--- src/jfss_pkg.sv ---
// Package with shared types, codes and marker classification for the JPEG frame size scanner.
`default_nettype none

package jfss_pkg;

  localparam logic [7:0] MarkerPrefix   = 8'hFF;
  localparam logic [7:0] MarkerSoi      = 8'hD8;
  localparam logic [7:0] MarkerSofFirst = 8'hC0;
  localparam logic [7:0] MarkerSofLast  = 8'hCF;
  localparam logic [7:0] MarkerDht      = 8'hC4;
  localparam logic [7:0] MarkerJpg      = 8'hC8;
  localparam logic [7:0] MarkerDac      = 8'hCC;
  localparam logic [7:0] MarkerTem      = 8'h01;
  localparam logic [7:0] MarkerRstFirst = 8'hD0;
  localparam logic [7:0] MarkerEoi      = 8'hD9;

  localparam logic [15:0] MinSegLen   = 16'd2;
  localparam logic [15:0] FrameHdrLen = 16'd6;
  localparam logic [2:0]  LastHdrIdx  = 3'd5;

  typedef enum logic [2:0] {
    PH_START0,
    PH_START1,
    PH_HUNT,
    PH_FILL,
    PH_LENHI,
    PH_LENLO,
    PH_SKIP,
    PH_HDR
  } phase_e;

  typedef enum logic [2:0] {
    ST_FOUND    = 3'd0,
    ST_NOSTART  = 3'd1,
    ST_BADLEN   = 3'd2,
    ST_SHORTHDR = 3'd3,
    ST_ZEROSIZE = 3'd4,
    ST_TRUNC    = 3'd5
  } status_e;

  typedef struct packed {
    phase_e      phase;
    logic [7:0]  marker;
    logic [7:0]  len_hi;
    logic [15:0] skip_count;
    logic [2:0]  hdr_idx;
    logic [15:0] height;
    logic [15:0] width;
    logic        answer_given;
  } scan_state_t;

  typedef struct packed {
    status_e     status;
    logic [15:0] width;
    logic [15:0] height;
  } result_t;

  function automatic logic is_frame_marker(input logic [7:0] m);
    return (m inside {[MarkerSofFirst:MarkerSofLast]}) &&
           (m != MarkerDht) && (m != MarkerJpg) && (m != MarkerDac);
  endfunction

  function automatic logic is_lone_marker(input logic [7:0] m);
    return (m == MarkerTem) || (m inside {[MarkerRstFirst:MarkerEoi]});
  endfunction

endpackage

`default_nettype wire

--- src/jfss_if.sv ---
// Stream interfaces for the byte input and the result output of the scanner.
`default_nettype none

interface jfss_in_if;
  logic       valid;
  logic       ready;
  logic [7:0] data_byte;
  logic       first_byte;
  logic       last_byte;

  modport source (output valid, data_byte, first_byte, last_byte, input ready);
  modport sink   (input valid, data_byte, first_byte, last_byte, output ready);
endinterface

interface jfss_out_if;
  logic        valid;
  logic        ready;
  logic [2:0]  status;
  logic [15:0] frame_width;
  logic [15:0] frame_height;

  modport source (output valid, status, frame_width, frame_height, input ready);
  modport sink   (input valid, status, frame_width, frame_height, output ready);
endinterface

`default_nettype wire

--- src/jfss_step.sv ---
// Next-state and result logic of the scanner for one incoming byte.
`default_nettype none

module jfss_step
  import jfss_pkg::*;
(
  input  scan_state_t st_i,
  input  logic [7:0]  data_byte_i,
  input  logic        first_byte_i,
  input  logic        last_byte_i,
  output scan_state_t st_o,
  output logic        emit_o,
  output result_t     res_o
);

  scan_state_t cur;
  logic [15:0] seg_len;
  logic [15:0] payload_len;
  logic [15:0] skip_dec;
  logic        dec_emit;
  status_e     dec_status;

  // A byte marked first restarts the scan from the reset state.
  assign cur         = first_byte_i ? '0 : st_i;
  assign seg_len     = {cur.len_hi, data_byte_i};
  assign payload_len = seg_len - MinSegLen;
  assign skip_dec    = cur.skip_count - 16'd1;

  always_comb begin
    st_o       = cur;
    dec_emit   = 1'b0;
    dec_status = ST_FOUND;
    if (!cur.answer_given) begin
      case (cur.phase)
        PH_START0: begin
          if (data_byte_i != MarkerPrefix) begin
            dec_emit   = 1'b1;
            dec_status = ST_NOSTART;
          end else begin
            st_o.phase = PH_START1;
          end
        end
        PH_START1: begin
          if (data_byte_i != MarkerSoi) begin
            dec_emit   = 1'b1;
            dec_status = ST_NOSTART;
          end else begin
            st_o.phase = PH_HUNT;
          end
        end
        PH_HUNT: begin
          if (data_byte_i == MarkerPrefix) st_o.phase = PH_FILL;
        end
        PH_FILL: begin
          if (data_byte_i != MarkerPrefix) begin
            st_o.marker = data_byte_i;
            st_o.phase  = is_lone_marker(data_byte_i) ? PH_HUNT : PH_LENHI;
          end
        end
        PH_LENHI: begin
          st_o.len_hi = data_byte_i;
          st_o.phase  = PH_LENLO;
        end
        PH_LENLO: begin
          if (seg_len < MinSegLen) begin
            dec_emit   = 1'b1;
            dec_status = ST_BADLEN;
          end else if (is_frame_marker(cur.marker)) begin
            if (payload_len < FrameHdrLen) begin
              dec_emit   = 1'b1;
              dec_status = ST_SHORTHDR;
            end else begin
              st_o.hdr_idx = '0;
              st_o.height  = '0;
              st_o.width   = '0;
              st_o.phase   = PH_HDR;
            end
          end else if (payload_len == '0) begin
            st_o.phase = PH_HUNT;
          end else begin
            st_o.skip_count = payload_len;
            st_o.phase      = PH_SKIP;
          end
        end
        PH_SKIP: begin
          st_o.skip_count = skip_dec;
          if (skip_dec == '0) st_o.phase = PH_HUNT;
        end
        PH_HDR: begin
          case (cur.hdr_idx)
            3'd1:    st_o.height = {data_byte_i, 8'h00};
            3'd2:    st_o.height = {cur.height[15:8], data_byte_i};
            3'd3:    st_o.width  = {data_byte_i, 8'h00};
            3'd4:    st_o.width  = {cur.width[15:8], data_byte_i};
            default: ;
          endcase
          if (cur.hdr_idx >= LastHdrIdx) begin
            dec_emit   = 1'b1;
            dec_status = (cur.width == '0 || cur.height == '0) ? ST_ZEROSIZE : ST_FOUND;
          end else begin
            st_o.hdr_idx = cur.hdr_idx + 3'd1;
          end
        end
        default: st_o.phase = PH_HUNT;
      endcase
    end

    // A final byte that decides nothing by itself reports truncation.
    if (!cur.answer_given && !dec_emit && last_byte_i) begin
      dec_emit   = 1'b1;
      dec_status = ST_TRUNC;
    end
    if (dec_emit) st_o.answer_given = 1'b1;
  end

  assign emit_o       = dec_emit;
  assign res_o.status = dec_status;
  assign res_o.width  = (dec_status == ST_FOUND) ? cur.width  : '0;
  assign res_o.height = (dec_status == ST_FOUND) ? cur.height : '0;

endmodule

`default_nettype wire

--- src/jpeg_frame_size_scanner_unit.sv ---
// Top level of the JPEG frame size scanner: byte stream in, one size result per file out.
// A result is registered and presented on the output in the cycle after the deciding byte is accepted.
// Throughput: one byte per cycle; the single output register is the only stall point.
// A byte is taken whenever the output register is empty or is being drained that cycle.
// Reset clears the scan state and empties the output register.
`default_nettype none

module jpeg_frame_size_scanner_unit
  import jfss_pkg::*;
(
  input  logic              clk_i,
  input  logic              rst_ni,
  jfss_in_if.sink           in_i,
  jfss_out_if.source        out_o
);

  scan_state_t st_q, st_d;
  logic        emit;
  result_t     res;
  logic        accept;
  logic        out_valid_q;
  result_t     out_res_q;

  assign in_i.ready = !out_valid_q || out_o.ready;
  assign accept     = in_i.valid && in_i.ready;

  jfss_step u_step (
    .st_i         (st_q),
    .data_byte_i  (in_i.data_byte),
    .first_byte_i (in_i.first_byte),
    .last_byte_i  (in_i.last_byte),
    .st_o         (st_d),
    .emit_o       (emit),
    .res_o        (res)
  );

  always_ff @(posedge clk_i or negedge rst_ni) begin
    if (!rst_ni) begin
      st_q        <= '0;
      out_valid_q <= 1'b0;
    end else begin
      if (accept) st_q <= st_d;
      if (accept && emit) begin
        out_valid_q <= 1'b1;
      end else if (out_o.ready) begin
        out_valid_q <= 1'b0;
      end
    end
  end

  always_ff @(posedge clk_i) begin
    if (accept && emit) out_res_q <= res;
  end

  assign out_o.valid        = out_valid_q;
  assign out_o.status       = out_res_q.status;
  assign out_o.frame_width  = out_res_q.width;
  assign out_o.frame_height = out_res_q.height;

  a_quiet_after_answer: assert property (@(posedge clk_i) disable iff (!rst_ni)
    accept && st_q.answer_given && !in_i.first_byte |-> !emit)
    else $error("result produced after the answer for this file");

  a_answer_latched: assert property (@(posedge clk_i) disable iff (!rst_ni)
    accept && emit |=> st_q.answer_given && out_valid_q)
    else $error("emitted result not registered");

  a_found_sizes: assert property (@(posedge clk_i) disable iff (!rst_ni)
    out_valid_q && out_res_q.status == ST_FOUND |->
      out_res_q.width != '0 && out_res_q.height != '0)
    else $error("found result with zero size");

  a_error_sizes: assert property (@(posedge clk_i) disable iff (!rst_ni)
    out_valid_q && out_res_q.status != ST_FOUND |->
      out_res_q.width == '0 && out_res_q.height == '0)
    else $error("error result with nonzero size");

endmodule

`default_nettype wire
--- src/flat_wrapper.sv ---
// flat-port wrapper written by rule: the top's interface ports become plain ports
module jpeg_frame_size_scanner_unit_flat import jfss_pkg::*;
  (clk_i, rst_ni, in_i_valid, in_i_data_byte, in_i_first_byte, in_i_last_byte, in_i_ready, out_o_valid, out_o_status, out_o_frame_width, out_o_frame_height, out_o_ready);
  jfss_in_if in_i_i ();
  jfss_out_if out_o_i ();
  input  logic clk_i;
  input  logic rst_ni;
  input wire logic [$bits(in_i_i.valid)-1:0] in_i_valid;
  input wire logic [$bits(in_i_i.data_byte)-1:0] in_i_data_byte;
  input wire logic [$bits(in_i_i.first_byte)-1:0] in_i_first_byte;
  input wire logic [$bits(in_i_i.last_byte)-1:0] in_i_last_byte;
  output wire logic [$bits(in_i_i.ready)-1:0] in_i_ready;
  output wire logic [$bits(out_o_i.valid)-1:0] out_o_valid;
  output wire logic [$bits(out_o_i.status)-1:0] out_o_status;
  output wire logic [$bits(out_o_i.frame_width)-1:0] out_o_frame_width;
  output wire logic [$bits(out_o_i.frame_height)-1:0] out_o_frame_height;
  input wire logic [$bits(out_o_i.ready)-1:0] out_o_ready;
  assign in_i_i.valid = in_i_valid;
  assign in_i_i.data_byte = in_i_data_byte;
  assign in_i_i.first_byte = in_i_first_byte;
  assign in_i_i.last_byte = in_i_last_byte;
  assign in_i_ready = in_i_i.ready;
  assign out_o_valid = out_o_i.valid;
  assign out_o_status = out_o_i.status;
  assign out_o_frame_width = out_o_i.frame_width;
  assign out_o_frame_height = out_o_i.frame_height;
  assign out_o_i.ready = out_o_ready;
  jpeg_frame_size_scanner_unit u_core (.clk_i(clk_i), .rst_ni(rst_ni), .in_i(in_i_i), .out_o(out_o_i));
endmodule
--- config.mk ---
export PLATFORM = sky130hd
export DESIGN_NAME = jpeg_frame_size_scanner_unit_flat
export DESIGN_NICKNAME = d
export VERILOG_FILES = /design/src/jfss_pkg.sv /design/src/jfss_if.sv /design/src/jfss_step.sv /design/src/jpeg_frame_size_scanner_unit.sv /design/src/flat_wrapper.sv
export SDC_FILE = /design/constraint.sdc
export NUM_CORES = 1
export LEC_CHECK = 0
export BUFFER_PORTS_ARGS = -buffer_cell sky130_fd_sc_hd__buf_2
export CORE_UTILIZATION = 35
export DETAILED_ROUTE_END_ITERATION = 16
export GPL_ROUTABILITY_DRIVEN = 0
export PLACE_DENSITY = 0.51
export SLEW_MARGIN = 20
export SYNTH_ARGS = -nofsm -noshare
export SYNTH_HDL_FRONTEND = slang
export SYNTH_SLANG_ARGS = --single-unit
--- constraint.sdc ---
create_clock -name clk_i -period 5.6 [get_ports clk_i]
set_input_delay 0.28 -clock clk_i [delete_from_list [all_inputs] [get_ports clk_i]]
set_output_delay 0.28 -clock clk_i [all_outputs]
set_load 0.1 [all_outputs]
-- Word-level counts from Yosys, hierarchy flattened
Cells that the tools add are included.
- word-level logic and storage cells: 109
- bits of input ports: 14
- bits in read-only memories: 0
- bits in registers: 107
- memories kept: 0
- bits in writable memories: 0
- latch bits: 0
- output and inout port bits: 37
- $lt $le $gt $ge: 7
- equal/unequal tests: 18
- multipliers: 0
- shift-type cells: 0
- add/subtract/negate cells: 3
- div/mod/pow operators: 0
- mux-type cells: 47
- bitwise operators: 0
- reduce and logical (&&, ||, !) cells: 22
- operators by type and width (operator ; count):
    16-bit one-hot mux with 2 select lines ; 3
    71-bit 2-to-1 mux ; 1
    35-bit 2-to-1 mux ; 2
    70-bit 2-to-1 mux ; 1
    35-bit one-hot mux with 2 select lines ; 1
    16-bit logical NOT ; 4
    51-bit 2-to-1 mux ; 1
    3-bit 2-to-1 mux ; 16
    8-bit inequality test (second input constant) ; 5
    16-bit 2-to-1 mux ; 2
    3-bit one-hot mux with 7 select lines ; 1
    8-bit greater-or-equal comparator (second input constant) ; 2
    8-bit less-or-equal comparator (second input constant) ; 2
    16-bit by 2-bit less-than comparator with 1-bit output (second input constant) ; 1
    16-bit by 3-bit less-than comparator with 1-bit output (second input constant) ; 1
    8-bit 2-to-1 mux ; 2
    16-bit by 1-bit subtractor with 16-bit output (second input constant) ; 1
    16-bit by 2-bit subtractor with 16-bit output (second input constant) ; 1
    3-bit == test (second input constant) ; 5
    1-bit 2-to-1 mux ; 13
    3-bit by 2-bit == test with 1-bit output (second input constant) ; 4
    3-bit one-hot mux with 4 select lines ; 1
    11-bit 2-to-1 mux ; 1
    1-bit logical AND ; 9
    11 further kinds ; 17

-- Longest topological paths before layout
- depth in word-level cells: 16
- depth in mapped cells: 14
- gate-level depth less buffers: 10

-- Modules after synthesis
From an unflattened synthesis, not the netlist that was laid out.
- cell total of the unflattened synthesis: 758
- area total of the unflattened synthesis: 7368.3 sq um
- by module, submodules not included (module ; times used ; area each (sq um) ; cells each ; seq. area each (sq um)):
    jpeg_frame_size_scanner_unit ; 1 ; 4032.6 ; 190 ; 2852.7
    jfss_step ; 1 ; 3335.7 ; 568 ; 0.0

-- Least setup slack after synthesis
OpenSTA, ideal clock, no wires.
- kind: input -> register
- start: input in_i_data_byte[2]
- end: register u_core.out_res_q (netlist bit u_core.out_o.frame_height[0]), enable pin
- required time: 5173 ps
- arrival time: 4018 ps
- slack: 1155 ps
- library setup time: 427 ps
- path buffers: 1
- stages on the path: 10
- cell sequence: clkbuf_1 inv_1 ha_1 or3b_4 o31ai_1 nand4_1 or4_4 nor4_1 a2111oi_0 nor2_1
- cells in the longest elaborated chain, start to end: 12
- elaborated cells on any way between the ends: 17
- classes of those cells: add/sub: 1; order compare: 2; eq/ne: 2; mux: 8; reduce/logical: 4
- RTL lines (item ; RTL line ; source):
    from (decl) ; flat_wrapper.sv:9 ; input wire logic [$bits(in_i_i.data_byte)-1:0] in_i_data_byte;
    16-bit by 2-bit subtractor with 16-bit output ; jfss_step.sv:26 ; assign payload_len = seg_len - MinSegLen;
    16-bit by 3-bit less-than comparator with 1-bit output ; jfss_step.sv:69 ; if (payload_len < FrameHdrLen) begin
    1-bit 2-to-1 mux ; jfss_step.sv:69 ;
    1-bit 2-to-1 mux ; jfss_step.sv:68 ; end else if (is_frame_marker(cur.marker)) begin
    1-bit 2-to-1 mux ; jfss_step.sv:65 ; if (seg_len < MinSegLen) begin
    1-bit one-hot mux with 4 select lines (*) ; jfss_step.sv:34 ; case (cur.phase)
    1-bit 2-to-1 mux (*) ; jfss_step.sv:33 ; if (!cur.answer_given) begin
    1-bit logical NOT ; jfss_step.sv:109 ; if (!cur.answer_given && !dec_emit && last_byte_i) begin
    1-bit logical AND (2 in series) ; jfss_step.sv:109 ;
    1-bit 2-to-1 mux (*) ; jfss_step.sv:109 ;
    1-bit logical AND (*) ; jpeg_frame_size_scanner_unit.sv:52 ; if (accept && emit) out_res_q <= res;
    to (signal assigned) ; jpeg_frame_size_scanner_unit.sv:52 ;
    to (decl) ; jpeg_frame_size_scanner_unit.sv:22 ; result_t out_res_q;
Mark *: on every way between the ends. The rest lies on a longest branch, timed or not.
A chain may end at the register's enable or synchronous reset.

-- Worst setup path after layout
- start: input in_i_data_byte[1]
- end: register u_core.out_res_q (netlist bit u_core.out_o.status[1]), enable pin
Same word-level chain as after synthesis.

==> flow_summary.json <==
{
  "routed_via_density": 5.888,
  "crit_path_start_kind": "primary input",
  "p_comb_share_pct": 29.9,
  "fin_area_um2": 6990,
  "clk_pin_slew_worst_paths_ns": 0.08,
  "tightest_slew_ns": 1.073,
  "synth_cell_types": 82,
  "die-height_um": 135.7,
  "layout_commonest_cell": "dfrtp_1",
  "intPower_mw": 1.400,
  "crit_arrival_ns": 3.87,
  "port_buffers": 50,
  "dp_hpwl_mm": 12.16,
  "synth-seq-cells": 107,
  "syn_area_um2": 6255,
  "final-hold-violation-count": 0,
  "yosys_most_used_dff": "dfrtp_1",
  "rsz0062_at_grt": "no",
  "ys_seq_area_share_pct": 45.61,
  "r2r_cells": 7,
  "endpoint_kind": "flip-flop",
  "skew_ns": 0.01011,
  "cts_setup_buffers": 0,
  "cts_buffers": 9,
  "coreArea_um2": 17360,
  "worstSetupPathDepth": 11,
  "synthCells": 644,
  "nNetsFinal": 699,
  "wl_mm": 17.33,
  "overflow": 0,
  "maxSlewViolCount": 0,
  "crit_family": "simple AND/OR/NAND/NOR gates",
  "crit_required_ns": 5.58,
  "clockBufferDepth": 2,
  "num_vias": 5340,
  "switching_share_pct": 38.99,
  "grt_pass1_vias": 5058,
  "placed_cell_area_um2": 6678,
  "dieArea_um2": 18410,
  "final.setup.worst_slack_ns": 1.715,
  "critPathMaxStageDelay_ns": 0.69,
  "power_mw": 2.295,
  "yosys_warnings": 0,
  "worstSkewPairLatency_ns": 0.36,
  "path_class": "primary input to flip-flop",
  "p_sw_mw": 0.8948,
  "path_max_fanout": 35,
  "clkSinkCount": 107,
  "syn2layout_area_growth_pct": 11.76,
  "layout_common_cells": "dfrtp_1, nor2_1, nand2_1",
  "cp_cell_sequence": "buf_2 > inv_1 > ha_1 > or3b_4 > o31ai_1 > nand4_1 > or4_4 > nor4_1 > a2111oi_0 > buf_4 > nor2_4",
  "leakage_nw": 2.932,
  "grt_pass1_wl_mm": 27.57,
  "finalNonFillerCells": 907,
  "n_antenna_cell": 0,
  "worst-path-buf-inv": 3,
  "cts_root_buffer": "clkbuf_16",
  "grtUsageTotal_pct": 19.62,
  "fin_crit_ns": 3.885,
  "report.final.setup_viol": 0,
  "postCtsResizedCells": 0,
  "synth_edf_count": 35,
  "cts_tree": "built",
  "maxSlewHeadroom_pct": 27.89,
  "dpl_worst_slack_ns": 1.331,
  "start_util_pct": 36.04,
  "grt_max_degree": 73,
  "tns_ns": 0,
  "status": "completed",
  "htreeDepth": 3,
  "drt_iter0_markers": 434,
  "async_flop_share_pct": 67.29,
  "powerDensity_nw_per_um2": 328.3,
  "seqPwrFrac_pct": 41.7,
  "finalCritPeriodShare_pct": 69.38,
  "num_io_pins": 51,
  "wl_per_cell_um": 19.10,
  "cp_slowest_cell": "nor2_4",
  "syn-num-nets": 666,
  "cap_violations": 0,
  "ant_nets": 0,
  "core.rowCount": 48,
  "grt_antenna_before_repair": 0,
  "drcViolationCount": 0,
  "ir_worst_vdd_uv": 147.4,
  "avgSynthCellArea_um2": 9.712,
  "drive_gt1_share_pct": 18.62,
  "hold_class": "primary input to asynchronous set/reset pin",
  "hold_buffers": 0,
  "die_w_um": 135.7,
  "pwr-share-clk_pct": 28.4,
  "clock.fmax_mhz": 257.4,
  "dpl.cell_count": 891,
  "drt-pass1-iter-count": 7
}
## final timing paths
path | to | slack [ns] | startpoint
setup / recovery | u_core.out_o.status[1]$_DFFE_PP_ | 1.71 | in_i_data_byte[1]
hold / removal | u_core.st_q[38]$_DFFE_PN0P_ | 0.09 | rst_ni
setup reg to reg | u_core.out_o.status[1]$_DFFE_PP_ | 1.87 | u_core.st_q[55]$_DFFE_PN0P_
hold reg to reg | u_core.st_q[67]$_DFFE_PN0P_ | 0.50 | u_core.st_q[67]$_DFFE_PN0P_
max in group asynchronous | u_core.st_q[64]$_DFFE_PN0P_ | 4.80 | rst_ni
min in group clk_i | u_core.out_o.valid$_DFFE_PN0P_ | 0.34 | out_o_ready
## stage by stage
step           hold slack (ns)  util (%)
6_report               0.08913     40.28
5_1_grt                 0.2137     40.28
4_1_cts                 0.1929     40.28
3_5_place_dp            0.4858     38.47
3_3_place_gp            0.4840     38.47
2_1_floorplan         -0.01559         -
## Yosys cell counts, types with 11 or more instances
library cell / number / area, µm²
nor3_1: 14 / 70.07
clkbuf_1: 25 / 93.84
edfxtp_1: 35 / 1051
o21ai_0: 24 / 120.1
a21o_1: 11 / 82.58
nor2_1: 62 / 232.7
a22o_1: 36 / 315.3
o211ai_1: 16 / 120.1
nand3_1: 16 / 80.08
nor2b_1: 11 / 68.82
nor4_1: 16 / 100.1
and2_4: 30 / 262.8
dfrtp_1: 72 / 1802
inv_1: 11 / 41.29
nand2_1: 60 / 225.2
a21oi_1: 41 / 205.2
## final cells by class
class,count,area (µm²)
clock buffer,9,225.2
clock inverter,7,87.58
fill,1722,10370
inverter,13,48.80
multi-input combinational,487,3177
sequential,107,2853
tap,225,281.5
timing repair buffer,59,317.8
## worst reg2reg max path: cells and delay by family, from the launching register on
| family | cells | cell delay [ns] |
|---|---|---|
| compound gates | 2 | 0.58 |
| flops | 1 | 0.46 |
| simple gates | 4 | 2.09 |
| buf+inv | 1 | 0.19 |
## routing by layer
metal,vias up,wire (µm),GRT usage (%)
met5,-,0,0
met4,0,412,8.427
met3,29,902,3.292
met2,184,8342,31.69
met1,2621,7668,25.78
li1,2506,-,-
## power by group through the flow
stage | logic [mW] | clock network (mW) | registers, mW
final | 0.687 | 0.652 | 0.956
after global placement | 0.675 | 0 | 0.968
after CTS | 0.685 | 0.670 | 0.953
after global routing | 0.746 | 0.702 | 0.966
after floorplan | 0.448 | 0 | 1.05
after detailed placement | 0.682 | 0 | 0.969
## logic make-up after synthesis
group	after synthesis	share of synthesized area, %
and+or+nand+nor	258	22.62
AOI/OAI and AO/OA	210	24.91
DFF	107	45.61
buffers and inverters	50	3.721
xor gates and xnor gates	11	1.540
adders and majority gates	8	1.600
## sequential cells by signal, indices dropped and copies added (netlist names)
register	count
u_core.out_o.frame_height	16
u_core.out_o.frame_width	16
u_core.out_o.status	3
u_core.out_o.valid	1
u_core.st_q	71
Note: power is estimated with default switching activity, not from simulation.
